## src/design/lrs_pkg.sv

```systemverilog
// Package for the lazy report scheduler: payload structs, configuration
// view, register indexes, result codes and timeout constants.
// No dependencies.
package lrs_pkg;

  // Result codes, same encoding as the partner's completion codes.
  localparam logic [2:0] CODE_OK          = 3'd0;
  localparam logic [2:0] CODE_NOT_RUNNING = 3'd1;
  localparam logic [2:0] CODE_TRANSPORT   = 3'd2;

  // Stall timeout shaping, in milliseconds.
  localparam int unsigned TimeoutW  = 16;
  localparam int unsigned SumW      = 26;
  localparam logic [SumW-1:0] GraceMs = SumW'(5000);
  localparam logic [SumW-1:0] FloorMs = SumW'(10000);
  localparam logic [SumW-1:0] CeilMs  = SumW'(60000);

  // Register index codes on the configuration port.
  typedef enum logic [2:0] {
    REG_SEND_ENABLE   = 3'd0,
    REG_HEARTBEAT     = 3'd1,
    REG_MIN_ATTEMPT   = 3'd2,
    REG_MAX_RETRIES   = 3'd3,
    REG_ATTEMPT_TMO   = 3'd4,
    REG_RETRY_DELAY   = 3'd5
  } reg_idx_e;

  // One poll tick.
  typedef struct packed {
    logic [31:0] now_ms;
    logic        completion_valid;
    logic [2:0]  completion_code;
    logic        link_running;
    logic [7:0]  current_level;
    logic [2:0]  accept_code;
    logic        force_immediate;
  } item_t;

  // One result per tick.
  typedef struct packed {
    logic        send_request;
    logic        restart_request;
    logic [2:0]  last_result_code;
    logic [31:0] last_success_ms;
    logic        awaiting_completion;
  } result_t;

  // Configuration as seen by the decision logic.
  typedef struct packed {
    logic                send_enable;
    logic [31:0]         heartbeat_interval_ms;
    logic [31:0]         min_attempt_interval_ms;
    logic [TimeoutW-1:0] stall_timeout_ms;
  } cfg_t;

endpackage

```

## src/design/lrs_cfg.sv

```systemverilog
// Configuration registers of the lazy report scheduler, with the stall
// timeout worked out from them and held in a register. Depends on lrs_pkg.
module lrs_cfg (
  input  logic               clk_i,
  input  logic               rst_ni,
  input  logic               cfg_valid_i,
  output logic               cfg_ready_o,
  input  logic [2:0]         cfg_index_i,
  input  logic [31:0]        cfg_data_i,
  output lrs_pkg::cfg_t      cfg_o
);
  import lrs_pkg::*;

  logic                send_enable_q;
  logic [31:0]         heartbeat_q;
  logic [31:0]         min_attempt_q;
  logic [7:0]          max_retries_q;
  logic [15:0]         attempt_tmo_q;
  logic [15:0]         retry_delay_q;
  logic [TimeoutW-1:0] timeout_q, timeout_d;
  logic [23:0]         tmo_prod, dly_prod;
  logic [SumW-1:0]     raw_sum;

  assign cfg_ready_o = 1'b1;

  // Register writes; an index beyond the list is ignored.
  always_ff @(posedge clk_i or negedge rst_ni) begin
    if (!rst_ni) begin
      send_enable_q <= 1'b1;
      heartbeat_q   <= 32'd60000;
      min_attempt_q <= 32'd1000;
      max_retries_q <= 8'd2;
      attempt_tmo_q <= 16'd5000;
      retry_delay_q <= 16'd1000;
    end else if (cfg_valid_i) begin
      case (cfg_index_i)
        REG_SEND_ENABLE: send_enable_q <= cfg_data_i[0];
        REG_HEARTBEAT:   heartbeat_q   <= cfg_data_i;
        REG_MIN_ATTEMPT: min_attempt_q <= cfg_data_i;
        REG_MAX_RETRIES: max_retries_q <= cfg_data_i[7:0];
        REG_ATTEMPT_TMO: attempt_tmo_q <= cfg_data_i[15:0];
        REG_RETRY_DELAY: retry_delay_q <= cfg_data_i[15:0];
        default: ;
      endcase
    end
  end

  // Stall timeout: (r+1)*t + r*d + grace, clamped to the floor and ceiling.
  always_comb begin
    tmo_prod = 24'(max_retries_q) * 24'(attempt_tmo_q);
    dly_prod = 24'(max_retries_q) * 24'(retry_delay_q);
    raw_sum  = SumW'(tmo_prod) + SumW'(dly_prod) + SumW'(attempt_tmo_q) + GraceMs;
    if (raw_sum < FloorMs) begin
      timeout_d = FloorMs[TimeoutW-1:0];
    end else if (raw_sum > CeilMs) begin
      timeout_d = CeilMs[TimeoutW-1:0];
    end else begin
      timeout_d = raw_sum[TimeoutW-1:0];
    end
  end

  // The reset value follows from the reset register values.
  always_ff @(posedge clk_i or negedge rst_ni) begin
    if (!rst_ni) begin
      timeout_q <= TimeoutW'(22000);
    end else begin
      timeout_q <= timeout_d;
    end
  end

  assign cfg_o = '{send_enable:             send_enable_q,
                   heartbeat_interval_ms:   heartbeat_q,
                   min_attempt_interval_ms: min_attempt_q,
                   stall_timeout_ms:        timeout_q};

endmodule

```

## src/design/lrs_core.sv

```systemverilog
// Decision logic and scheduler state of the lazy report scheduler: takes
// one registered tick and forms its result. Depends on lrs_pkg.
module lrs_core (
  input  logic             clk_i,
  input  logic             rst_ni,
  input  logic             fire_i,
  input  lrs_pkg::item_t   item_i,
  input  lrs_pkg::cfg_t    cfg_i,
  output lrs_pkg::result_t result_o
);
  import lrs_pkg::*;

  logic        await_q, await_d;
  logic        lazy_q, lazy_d;
  logic [31:0] attempt_q, attempt_d;
  logic [31:0] success_q, success_d;
  logic [7:0]  reported_q, reported_d;
  logic [7:0]  pending_q, pending_d;
  logic [2:0]  code_q, code_d;
  logic [31:0] since_attempt, since_success;
  logic        stall, due, send, restart;

  // Completion, stall check and send decision for one tick.
  always_comb begin
    await_d    = await_q;
    lazy_d     = lazy_q & ~item_i.force_immediate;
    attempt_d  = attempt_q;
    success_d  = success_q;
    reported_d = reported_q;
    pending_d  = pending_q;
    code_d     = code_q;
    send       = 1'b0;
    restart    = 1'b0;
    due        = 1'b0;

    if (item_i.completion_valid) begin
      code_d = item_i.completion_code;
      if (await_q) begin
        await_d = 1'b0;
        if (item_i.completion_code == CODE_OK) begin
          reported_d = pending_q;
          lazy_d     = 1'b1;
          success_d  = item_i.now_ms;
        end
      end
    end

    since_attempt = item_i.now_ms - attempt_q;
    since_success = item_i.now_ms - success_d;
    stall = await_d && (since_attempt > 32'(cfg_i.stall_timeout_ms));

    if (stall) begin
      await_d   = 1'b0;
      lazy_d    = 1'b0;
      code_d    = CODE_TRANSPORT;
      attempt_d = item_i.now_ms;
      restart   = 1'b1;
    end else if (cfg_i.send_enable && item_i.link_running && !await_d &&
                 since_attempt >= cfg_i.min_attempt_interval_ms) begin
      due = !lazy_d || (item_i.current_level != reported_d) ||
            (since_success >= cfg_i.heartbeat_interval_ms);
      if (due) begin
        send = 1'b1;
        if (item_i.accept_code == CODE_OK) begin
          await_d   = 1'b1;
          pending_d = item_i.current_level;
        end else begin
          code_d = item_i.accept_code;
        end
        attempt_d = item_i.now_ms;
      end
    end
  end

  // State advances only when the tick moves to the result register.
  always_ff @(posedge clk_i or negedge rst_ni) begin
    if (!rst_ni) begin
      await_q    <= 1'b0;
      lazy_q     <= 1'b0;
      attempt_q  <= '0;
      success_q  <= '0;
      reported_q <= '0;
      pending_q  <= '0;
      code_q     <= CODE_NOT_RUNNING;
    end else if (fire_i) begin
      await_q    <= await_d;
      lazy_q     <= lazy_d;
      attempt_q  <= attempt_d;
      success_q  <= success_d;
      reported_q <= reported_d;
      pending_q  <= pending_d;
      code_q     <= code_d;
    end
  end

  assign result_o = '{send_request:        send,
                      restart_request:     restart,
                      last_result_code:    code_d,
                      last_success_ms:     success_d,
                      awaiting_completion: await_d};

endmodule

```

## src/design/lazy_report_scheduler_top.sv

```systemverilog
// Top level of the lazy report scheduler: input register, decision core,
// result register and configuration block. Depends on lrs_pkg, lrs_cfg, lrs_core.

// Each poll tick gives exactly one result: the tick is held in the input
// register, then the decision logic loads the result register. A tick can
// be transferred every cycle while results are taken; the single result
// register limits buffering to one tick in flight per side when the output
// stalls. Configuration writes are taken every cycle; the stall timeout
// derived from them is held in its own register after the written ones.
// There is no clearing pass after reset.
module lazy_report_scheduler_top (
  input  logic              clk_i,
  input  logic              rst_ni,
  input  logic              in_valid_i,
  output logic              in_ready_o,
  input  lrs_pkg::item_t    in_data_i,
  output logic              out_valid_o,
  input  logic              out_ready_i,
  output lrs_pkg::result_t  out_data_o,
  input  logic              cfg_valid_i,
  output logic              cfg_ready_o,
  input  logic [2:0]        cfg_index_i,
  input  logic [31:0]       cfg_data_i
);
  import lrs_pkg::*;

  logic    in_valid_q;
  item_t   in_q;
  logic    out_valid_q;
  result_t out_q;
  result_t core_res;
  cfg_t    cfg;
  logic    out_free, fire;

  lrs_cfg u_cfg (
    .clk_i      (clk_i),
    .rst_ni     (rst_ni),
    .cfg_valid_i(cfg_valid_i),
    .cfg_ready_o(cfg_ready_o),
    .cfg_index_i(cfg_index_i),
    .cfg_data_i (cfg_data_i),
    .cfg_o      (cfg)
  );

  lrs_core u_core (
    .clk_i   (clk_i),
    .rst_ni  (rst_ni),
    .fire_i  (fire),
    .item_i  (in_q),
    .cfg_i   (cfg),
    .result_o(core_res)
  );

  // Pipeline handshake between the two register stages.
  assign out_free   = !out_valid_q || out_ready_i;
  assign fire       = in_valid_q && out_free;
  assign in_ready_o = !in_valid_q || out_free;

  // Input register.
  always_ff @(posedge clk_i or negedge rst_ni) begin
    if (!rst_ni) begin
      in_valid_q <= 1'b0;
    end else if (in_ready_o) begin
      in_valid_q <= in_valid_i;
    end
  end

  always_ff @(posedge clk_i) begin
    if (in_valid_i && in_ready_o) begin
      in_q <= in_data_i;
    end
  end

  // Result register.
  always_ff @(posedge clk_i or negedge rst_ni) begin
    if (!rst_ni) begin
      out_valid_q <= 1'b0;
    end else if (out_free) begin
      out_valid_q <= in_valid_q;
    end
  end

  always_ff @(posedge clk_i) begin
    if (fire) begin
      out_q <= core_res;
    end
  end

  assign out_valid_o = out_valid_q;
  assign out_data_o  = out_q;

  // A stall tick never offers a send.
  assert property (@(posedge clk_i) disable iff (!rst_ni)
    out_valid_o |-> !(out_data_o.send_request && out_data_o.restart_request))
    else $error("send and restart requested on the same tick");

  // A stall tick leaves no send outstanding and reports a transport error.
  assert property (@(posedge clk_i) disable iff (!rst_ni)
    (out_valid_o && out_data_o.restart_request) |->
      (!out_data_o.awaiting_completion && out_data_o.last_result_code == CODE_TRANSPORT))
    else $error("restart without transport error or with a send outstanding");

  // A tick that moves on is in the result register on the next cycle.
  assert property (@(posedge clk_i) disable iff (!rst_ni)
    fire |=> out_valid_q)
    else $error("tick lost between input and result registers");

endmodule

```

## config.mk

```make
export PLATFORM = sky130hd
export DESIGN_NAME = lazy_report_scheduler_top
export DESIGN_NICKNAME = d
export VERILOG_FILES = /design/src/design/lrs_pkg.sv /design/src/design/lrs_cfg.sv /design/src/design/lrs_core.sv /design/src/design/lazy_report_scheduler_top.sv
export SDC_FILE = /design/constraint.sdc
export NUM_CORES = 1
export LEC_CHECK = 0
export BUFFER_PORTS_ARGS = -buffer_cell sky130_fd_sc_hd__buf_2
export CAP_MARGIN = 30
export CORE_MARGIN = 4
export CORE_UTILIZATION = 35
export DETAILED_ROUTE_END_ITERATION = 12
export PLACE_DENSITY = 0.55
export SLEW_MARGIN = 20
export SYNTH_ARGS = -nofsm -noshare
export SYNTH_HDL_FRONTEND = slang
export SYNTH_SLANG_ARGS = --single-unit
```

## constraint.sdc

```tcl
create_clock -name clk_i -period 20.6 [get_ports clk_i]
set_clock_uncertainty 0.1 [all_clocks]
set_input_delay 3.09 -clock clk_i [delete_from_list [all_inputs] [get_ports clk_i]]
set_output_delay 3.09 -clock clk_i [all_outputs]
set_load 0.005 [all_outputs]
```

==> results of run 1 <==
flip-flops by register name, indices dropped and copies added, names as in the netlist:
signal,count
in_q,49
in_valid_q,1
out_data_o,38
out_valid_o,1
u_cfg.attempt_tmo_q,16
u_cfg.heartbeat_q,32
u_cfg.max_retries_q,8
u_cfg.min_attempt_q,32
u_cfg.retry_delay_q,16
u_cfg.send_enable_q,1
u_cfg.timeout_q,16
u_core.attempt_q,32
u_core.await_q,1
u_core.code_q,3
u_core.lazy_q,1
u_core.pending_q,8
u_core.reported_q,8
u_core.success_q,32
kinds of logic (layout without fill, tap and decap cells):
| logic type | count (synthesis) | after routing | share of synthesized area, % |
|---|---|---|---|
| fa+ha+maj | 459 | 459 | 27.92 |
| mux | 123 | 123 | 5.521 |
| flops | 295 | 295 | 29.93 |
| other cells | 1 | 1 | 0.01428 |
| buf+inv | 520 | 638 | 7.674 |
| xor+xnor | 87 | 87 | 2.901 |
| simple gates | 731 | 731 | 13.89 |
| compound gates | 494 | 494 | 12.15 |
worst reg2reg max path: cells and delay by family (launching register included):
kind | cells | cell delay, ps
flip-flops | 1 | 970
AO/OA/AOI/OAI | 5 | 1440
buffers and inverters | 3 | 170
AND/OR/NAND/NOR | 8 | 2110
adder cells (fa/ha/maj) | 9 | 4140
XOR/XNOR | 1 | 130
routing by layer:
layer	GRT usage, %	up-vias
met2	29.00	387
met5	0	-
met3	2.501	99
met1	24.23	9678
li1	-	9271
met4	4.551	0
worst paths after layout:
check / cells after the start / endpoint / slack [ps] / startpoint
worst max-delay path: 26 / u_cfg.timeout_q[9] / 11440 / u_cfg.max_retries_q[1]
worst min-delay path: 2 / u_core.code_q[0] / 380 / u_core.code_q[0]
worst max register to register: 26 / u_cfg.timeout_q[9] / 11440 / u_cfg.max_retries_q[1]
worst min register to register: 2 / u_core.code_q[0] / 380 / u_core.code_q[0]
max in group asynchronous: 4 / u_cfg.timeout_q[4] / 16410 / rst_ni
min in group asynchronous: 1 / u_cfg.retry_delay_q[12] / 2390 / rst_ni
stage by stage:
step                      util, %  cell area [µm²]  hold slack (ps)
after floorplan                 -            26270            345.8
after global placement      37.37            27820            359.0
after detailed placement    37.53            27940            369.7
after CTS                   39.13            29130            378.7
after global routing        39.19            29180            398.0
final                       39.19            29180            375.1
cells in the mapped netlist, types with 15 or more instances:
library cell and count:
fa_1 212, inv_1 428, a21o_1 42, mux2i_1 38, clkbuf_1 73, o211ai_1 15, a211oi_1 19, ha_1 247
and2_1 128, nand2_1 314, xnor2_1 52, mux2_4 30, nor3_1 30, edfxtp_1 87, dfstp_2 35, dfrtp_1 173
mux2_2 55, nand2b_1 24, a21oi_1 114, xor2_1 35, o21ai_0 158, nand3_1 39, nor2_1 68, o21a_1 25
nand4_1 25, and3_1 17
area by class of cell:
cell class              instances  area (µm²)
repair buffers                147       895.9
flip-flops and latches        295        7863
inverters                     428        1607
well taps                     969        1212
multi-input cells            1895       16410
clock inverters                18       247.7
fillers                      7359       45270
clock buffers                  45       943.4
==> impl_metrics.py, run 1 <==
metrics = {
    "synth": {
        "yosysSeqAreaShare_pct": 29.93,
        "netlist_area_mm2": 0.02627,
        "yosys_warnings": 0,
        "synthArstFlopShare_pct": 70.51,
        "synth.area.top_cells": "dfrtp_1 16%, fa_1 16%, ha_1 12%, edfxtp_1 9.9%, inv_1 6.1%",
        "postSynthAreaPerCell_um2": 9.692,
        "ys_types": 94,
        "synth.largest_area_cell": "dfrtp_1",
        "syn_inst": 2710,
        "synth_top_area_share_pct": 16.48,
        "syn_nets": 3258,
        "synth-seq-cells": 295,
        "synthFlopType": "dfrtp_1",
        "synth_edf_count": 87,
    },
    "routing": {
        "dr_wl_met2_um": 32120,
        "vias_per_cell": 5.119,
        "met1_length_um": 32120,
        "route.detailed.wl_per_inst_um": 18.11,
        "vias": 19435,
        "drc": 0,
        "met3_length_um": 2813,
        "firstDrtPassIters": 5,
        "final_antenna_net_count": 0,
        "initialDrtViolationCount": 928,
        "top_layer": "met4",
        "drt-total-wl_um": 68760,
    },
    "sta": {
        "max_freq_ghz": 0.1092,
        "finalCritPeriodShare_pct": 44.45,
        "worst_pin_slew_ps": 801.2,
        "drv_slew": 0,
        "slew_headroom_pct": 46.10,
        "rsz0062_at_grt": "no",
        "final.setup.worst_slack_ps": 11440,
        "finalSetupTns_ps": 0,
        "hold_viol": 0,
        "finalSetupViolations": 0,
        "min_period_ps": 9156,
    },
    "clocking": {
        "clockBufferDepth": 3,
        "cts.sinks": 295,
        "clk_latency_ps": 570,
        "cts_tree": "built",
        "cts_made_buffers": 35,
        "ctsResizeCount": 0,
        "clk_pin_slew_ps": 60,
        "cts_root_buf": "clkbuf_16",
        "cts_setup_buffers": 0,
        "htree_levels": 2,
        "postCtsHoldBufs": 0,
    },
    "placed_design": {
        "placement.io_buffers": 128,
        "place_ws_ps": 11470,
        "dp.final_hpwl_um": 54490,
        "gp_congestion": 0.8870,
        "dpl.cell_count": 3732,
    },
    "critical_path": {
        "critical_path.most_common_cell": "fa_1",
        "crit_fanout": 33,
        "crit_required_ps": 20920,
        "critPathCaptureType": "register",
        "worst_path_max_delay_cell": "dfstp_2",
        "startpoint_type": "register",
        "crit_buf_inv": 3,
        "slowest_delay_ps": 970,
        "arrival_ps": 9480,
        "path_class": "reg -> reg",
        "critPathTopFamily": "adder cells",
    },
    "die": {
        "die-area_mm2": 0.07949,
        "fp-row-count": 100,
        "start_util_pct": 35.28,
        "die_x_um": 281.9,
        "die_y_um": 281.9,
        "core_area_mm2": 0.07445,
        "ioPinCount": 130,
    },
    "global_routing": {
        "antenna_found_initial": 3,
        "grt_pass1_vias": 20431,
        "overflow": 0,
        "grt_usage_pct": 17.52,
        "grt_max_degree": 74,
        "grt_pass1_wl_um": 111500,
    },
    "run_status": {
        "status": "complete, no violations",
    },
    "cells_and_area": {
        "syn_to_final_growth_pct": 11.08,
        "layout_common_cells": "427 x inv_1, 313 x nand2_1, 247 x ha_1, 212 x fa_1, 172 x dfrtp_1",
        "final_common_cell": "inv_1",
        "layout.cells.non_filler": 3797,
        "layout.nets": 3350,
        "drive_above_1_share_pct": 12.98,
        "diodes": 0,
    },
    "run": {
        "cap_violations": 0,
    },
    "min_path": {
        "hp-class": "reg -> reg",
    },
}
Power of run 1 is left out: the tool's default activity adds up to more than one toggle a clock period on the data nets, which glitch-free logic cannot reach.
==> inputs of run 2 (changes only) <==
--- a/config.mk
+++ b/config.mk
@@ -10,7 +10,7 @@
 export CORE_MARGIN = 4
 export CORE_UTILIZATION = 35
 export DETAILED_ROUTE_END_ITERATION = 12
-export PLACE_DENSITY = 0.55
+export PLACE_DENSITY = 0.57
 export SLEW_MARGIN = 20
 export SYNTH_ARGS = -nofsm -noshare
 export SYNTH_HDL_FRONTEND = slang
==> constraint.sdc (replaced) <==
create_clock -name clk_i -period 8.25 [get_ports clk_i]
set_clock_uncertainty 0.1 [all_clocks]
set_input_delay 1.2375 -clock clk_i [delete_from_list [all_inputs] [get_ports clk_i]]
set_output_delay 1.2375 -clock clk_i [all_outputs]
set_load 0.005 [all_outputs]
==> impl_metrics.py, run 2 (synthesis results as in run 1) <==
metrics = {
    "run_status": {
        "status": "complete, no violations",
    },
    "clocking": {
        "htree_levels": 2,
        "clockBufferDepth": 3,
        "clk_latency_ps": 580,
        "postCtsHoldBufs": 0,
        "cts_made_buffers": 36,
        "cts_root_buf": "clkbuf_16",
        "clk_pin_slew_ps": 60,
        "cts_tree": "built",
        "cts.sinks": 295,
    },
    "routing": {
        "route.detailed.wl_per_inst_um": 17.40,
        "final_antenna_net_count": 0,
        "drc": 0,
        "drt-total-wl_um": 68700,
        "initialDrtViolationCount": 1025,
        "vias": 19625,
        "firstDrtPassIters": 5,
        "vias_per_cell": 4.971,
    },
    "sta": {
        "drv_slew": 0,
        "min_period_ps": 8009,
        "finalCritPeriodShare_pct": 97.08,
        "worst_pin_slew_ps": 819.3,
        "max_freq_ghz": 0.1249,
        "slew_headroom_pct": 43.96,
        "whs_ps": 375.1,
        "hold_viol": 0,
        "finalSetupViolations": 0,
    },
    "critical_path": {
        "critPathCaptureType": "register",
        "path_class": "reg -> reg",
        "critical_path.most_common_cell": "fa_1",
        "arrival_ps": 8340,
        "crit_buf_inv": 7,
        "crit_fanout": 9,
        "startpoint_type": "register",
        "slowest_delay_ps": 590,
        "crit_required_ps": 8580,
        "critPathTopFamily": "adder cells",
        "worst_path_max_delay_cell": "fa_2",
    },
    "global_routing": {
        "overflow": 0,
        "grt_pass1_vias": 19944,
        "grt_pass1_wl_um": 109800,
        "antenna_found_initial": 2,
        "busiest_layer": "met2",
        "grt_usage_pct": 17.34,
        "gr-usage-met1_pct": 25.00,
        "use_met2_pct": 27.63,
        "grt_max_degree": 83,
        "met3_usage_pct": 2.153,
    },
    "placed_design": {
        "dp.final_hpwl_um": 53780,
        "gp_congestion": 0.8738,
        "placement.io_buffers": 128,
    },
    "cells_and_area": {
        "largest_register_ffs": 49,
        "regMostFlops": "in_q",
        "final_common_cell": "inv_1",
        "diodes": 0,
        "syn_to_final_growth_pct": 17.85,
        "drive_above_1_share_pct": 19.94,
        "layout.nets": 3499,
        "layout_common_cells": "420 x inv_1, 306 x nand2_1, 229 x ha_1, 206 x fa_1, 170 x dfrtp_1",
    },
    "run": {
        "cap_violations": 0,
    },
    "die": {
        "fp-row-count": 100,
        "core_area_mm2": 0.07445,
        "ioPinCount": 130,
        "die_x_um": 281.9,
        "die_y_um": 281.9,
        "die-area_mm2": 0.07949,
        "start_util_pct": 35.28,
    },
    "min_path": {
        "hp-class": "reg -> reg",
    },
}
## run 2: cell count changes in the layout (fill, tap and decap cells not counted), sizes merged
| cell | previous run | this run |
|---|---|---|
| inv | 428 | 430 |
| clkinv | 11 | 14 |
| clkbuf | 45 | 46 |
| clkinvlp | 2 | 1 |
| buf | 147 | 293 |
## run 2: area by class of cell
class	count	area, µm²
clock inverters	22	299.0
multi-input cells	1895	16950
repair buffers	295	2051
clock buffers	44	972.2
inverters	428	1607
fillers	7297	43490
flip-flops and latches	295	7865
well taps	969	1212
## run 2: final timing paths
kind | start | to | slack (ps) | cells past startpoint
min | u_core.code_q[0] | u_core.code_q[0] | 380 | 2
min in group asynchronous | rst_ni | u_cfg.heartbeat_q[28] | 610 | 1
min reg2reg | u_core.code_q[0] | u_core.code_q[0] | 380 | 2
max | u_cfg.max_retries_q[1] | u_cfg.timeout_q[15] | 240 | 31
max in group asynchronous | rst_ni | u_cfg.min_attempt_q[14] | 6120 | 2
max reg2reg | u_cfg.max_retries_q[1] | u_cfg.timeout_q[15] | 240 | 31
## run 2: stage by stage
step | worst slack [ps] | setup TNS, ps | util [%] | std cells | instance area (µm²)
3_5_place_dp | -111.2 | -505.5 | 38.78 | 3857 | 28870
3_3_place_gp | -89.69 | -303.5 | 38.78 | 3857 | 28870
6_report | 241.2 | 0 | 41.58 | 3948 | 30950
5_1_grt | -49.18 | -259.9 | 41.58 | 3948 | 30950
2_1_floorplan | 45.16 | 0 | - | 2710 | 26270
4_1_cts | 4.031 | 0 | 40.57 | 3925 | 30210
## run 2: repair_timing
action,in CTS,in global routing
endpoints found under the hold margin,0,0
gates cloned,0,1
resized for setup,11,110
pin swaps,2,98
endpoints found under the setup margin,14,16
setup buffers,2,21
## run 2: worst reg2reg max path, delay by kind of cell (launching register included)
family / cells / cell delay (ps)
xor+xnor: 1 / 200
flops: 1 / 580
simple gates: 4 / 990
fa+ha+maj: 9 / 3800
buf+inv: 7 / 640
compound gates: 10 / 1550
## run 2: routing by layer
metal	share of wire, %	vias to the layer above
li1	-	9579
met1	47	9578
met2	46	377
met3	4.2	91
met4	2.7	0
met5	0	-
Power of run 2 is left out for the same reason.
==> inputs of run 3 (changes only) <==
--- a/config.mk
+++ b/config.mk
@@ -7,7 +7,7 @@
 export LEC_CHECK = 0
 export BUFFER_PORTS_ARGS = -buffer_cell sky130_fd_sc_hd__buf_2
 export CAP_MARGIN = 30
-export CORE_MARGIN = 4
+export CORE_MARGIN = 2
 export CORE_UTILIZATION = 35
 export DETAILED_ROUTE_END_ITERATION = 12
 export PLACE_DENSITY = 0.57
==> impl_metrics.py, run 3 (synthesis results as in run 1) <==
metrics = {
    "global_routing": {
        "grt_max_degree": 108,
        "overflow": 0,
        "grt_pass1_wl_um": 110300,
        "grt_usage_pct": 17.91,
        "grt_pass1_vias": 19776,
        "antenna_found_initial": 1,
    },
    "cells_and_area": {
        "seqCellArea_mm2": 0.007868,
        "layout.nets": 3484,
        "final_area_mm2": 0.03078,
        "largest_register_ffs": 49,
        "final_common_cell": "inv_1",
        "diodes": 0,
        "nFillCells": 7317,
        "layout_common_cells": "425 x inv_1, 311 x nand2_1, 230 x ha_1, 203 x fa_1, 168 x dfrtp_1",
        "drive_above_1_share_pct": 19.26,
        "multi_input_area_mm2": 0.01689,
        "regMostFlops": "in_q",
        "syn_to_final_growth_pct": 17.20,
    },
    "placed_design": {
        "dp.final_hpwl_um": 53540,
        "gp_congestion": 0.8907,
        "placement.io_buffers": 128,
        "placed_area_mm2": 0.02883,
    },
    "clocking": {
        "cts_root_buf": "clkbuf_16",
        "cts_made_buffers": 36,
        "clockBufferDepth": 3,
        "clk_latency_ps": 560,
        "clk_pin_slew_ps": 60,
        "postCtsHoldBufs": 0,
        "htree_levels": 2,
        "cts_tree": "built",
        "cts.sinks": 295,
    },
    "min_path": {
        "hp-class": "reg -> reg",
        "min_from": "u_core.success_q[0]",
    },
    "die": {
        "die_x_um": 277.9,
        "fp-row-count": 100,
        "ioPinCount": 130,
        "start_util_pct": 35.34,
        "die_y_um": 277.9,
        "die-area_mm2": 0.07725,
        "core_area_mm2": 0.07432,
    },
    "sta": {
        "finalSetupViolations": 0,
        "drv_slew": 0,
        "min_period_ps": 8045,
        "finalCritPeriodShare_pct": 97.52,
        "whs_ps": 375.7,
        "hold_viol": 0,
        "max_freq_ghz": 0.1243,
        "worst_pin_slew_ps": 941.1,
        "finalSetupTns_ps": 0,
        "slew_headroom_pct": 37.26,
    },
    "critical_path": {
        "startpoint_type": "register",
        "critPathTopFamily": "adder cells",
        "slowest_delay_ps": 570,
        "path_class": "reg -> reg",
        "crit_fanout": 7,
        "timing.rr.start": "u_cfg.max_retries_q[1]",
        "arrival_ps": 8380,
        "critPathCaptureType": "register",
        "worst_path_max_delay_cell": "fa_1",
        "crit_buf_inv": 7,
        "startpoint": "u_cfg.max_retries_q[1]",
        "critical_path.most_common_cell": "fa_1",
        "crit_required_ps": 8580,
    },
    "run_status": {
        "status": "complete, no violations",
    },
    "routing": {
        "vias_per_cell": 4.950,
        "vias": 19467,
        "drt-total-wl_um": 68100,
        "route.detailed.wl_per_inst_um": 17.32,
        "initialDrtViolationCount": 1128,
        "firstDrtPassIters": 5,
        "drc": 0,
        "final_antenna_net_count": 0,
    },
    "run": {
        "cap_violations": 0,
    },
}
-- run 3: cell count changes in the layout (fill, tap and decap cells not counted), sizes merged --
cell / before / now
clkbuf: 46 / 49
bufinv: 5 / 6
buf: 293 / 280
clkinv: 14 / 8
-- run 3: tightest hold or removal path: stages, from the launching register on --
cell and delay (ps):
dfrtp_1 340, nand2_1 50, nand2_1 50
-- run 3: final cells by class --
cell class / count / share of cell area [%]
Tap cell: 969 / 3.938
Timing Repair Buffer: 280 / 6.158
Multi-Input combinational cell: 1895 / 54.86
Inverter: 428 / 5.219
Sequential cell: 295 / 25.56
Clock buffer: 49 / 3.284
Clock inverter: 17 / 0.9836
-- run 3: what timing repair did --
| item | 4_1_cts | 5_1_grt |
|---|---|---|
| resized for setup | 9 | 96 |
| pin swaps | 3 | 82 |
| endpoints found under the setup margin | 16 | 16 |
| setup buffers | 3 | 11 |
-- run 3: through the flow --
stage	std cells	setup WS, ps	util (%)
finish	3933	205.0	41.42
global route	3933	-53.77	41.42
CTS	3922	3.934	40.64
detailed placement	3853	-160.8	38.79
global placement	3853	-82.30	38.79
floorplan	2710	45.16	-
-- run 3: path summary, 6_finish.rpt --
| kind | to | slack (ps) | depth (start not counted) |
|---|---|---|---|
| max reg2reg | u_cfg.timeout_q[15] | 200 | 30 |
| min reg2reg | u_core.success_q[0] | 380 | 2 |
| min in group asynchronous | u_core.success_q[24] | 600 | 1 |
| min | u_core.success_q[0] | 380 | 2 |
| max | u_cfg.timeout_q[15] | 200 | 30 |
| max in group asynchronous | u_cfg.min_attempt_q[14] | 5960 | 2 |
-- run 3: routing by layer --
layer	share of wire (%)	GRT usage, %	vias to the layer above
li1	-	-	9535
met5	0	0	-
met4	2.1	4.283	0
met1	48	25.61	9512
met3	3.6	2.149	81
met2	46	28.93	339
Power of run 3 is left out for the same reason.
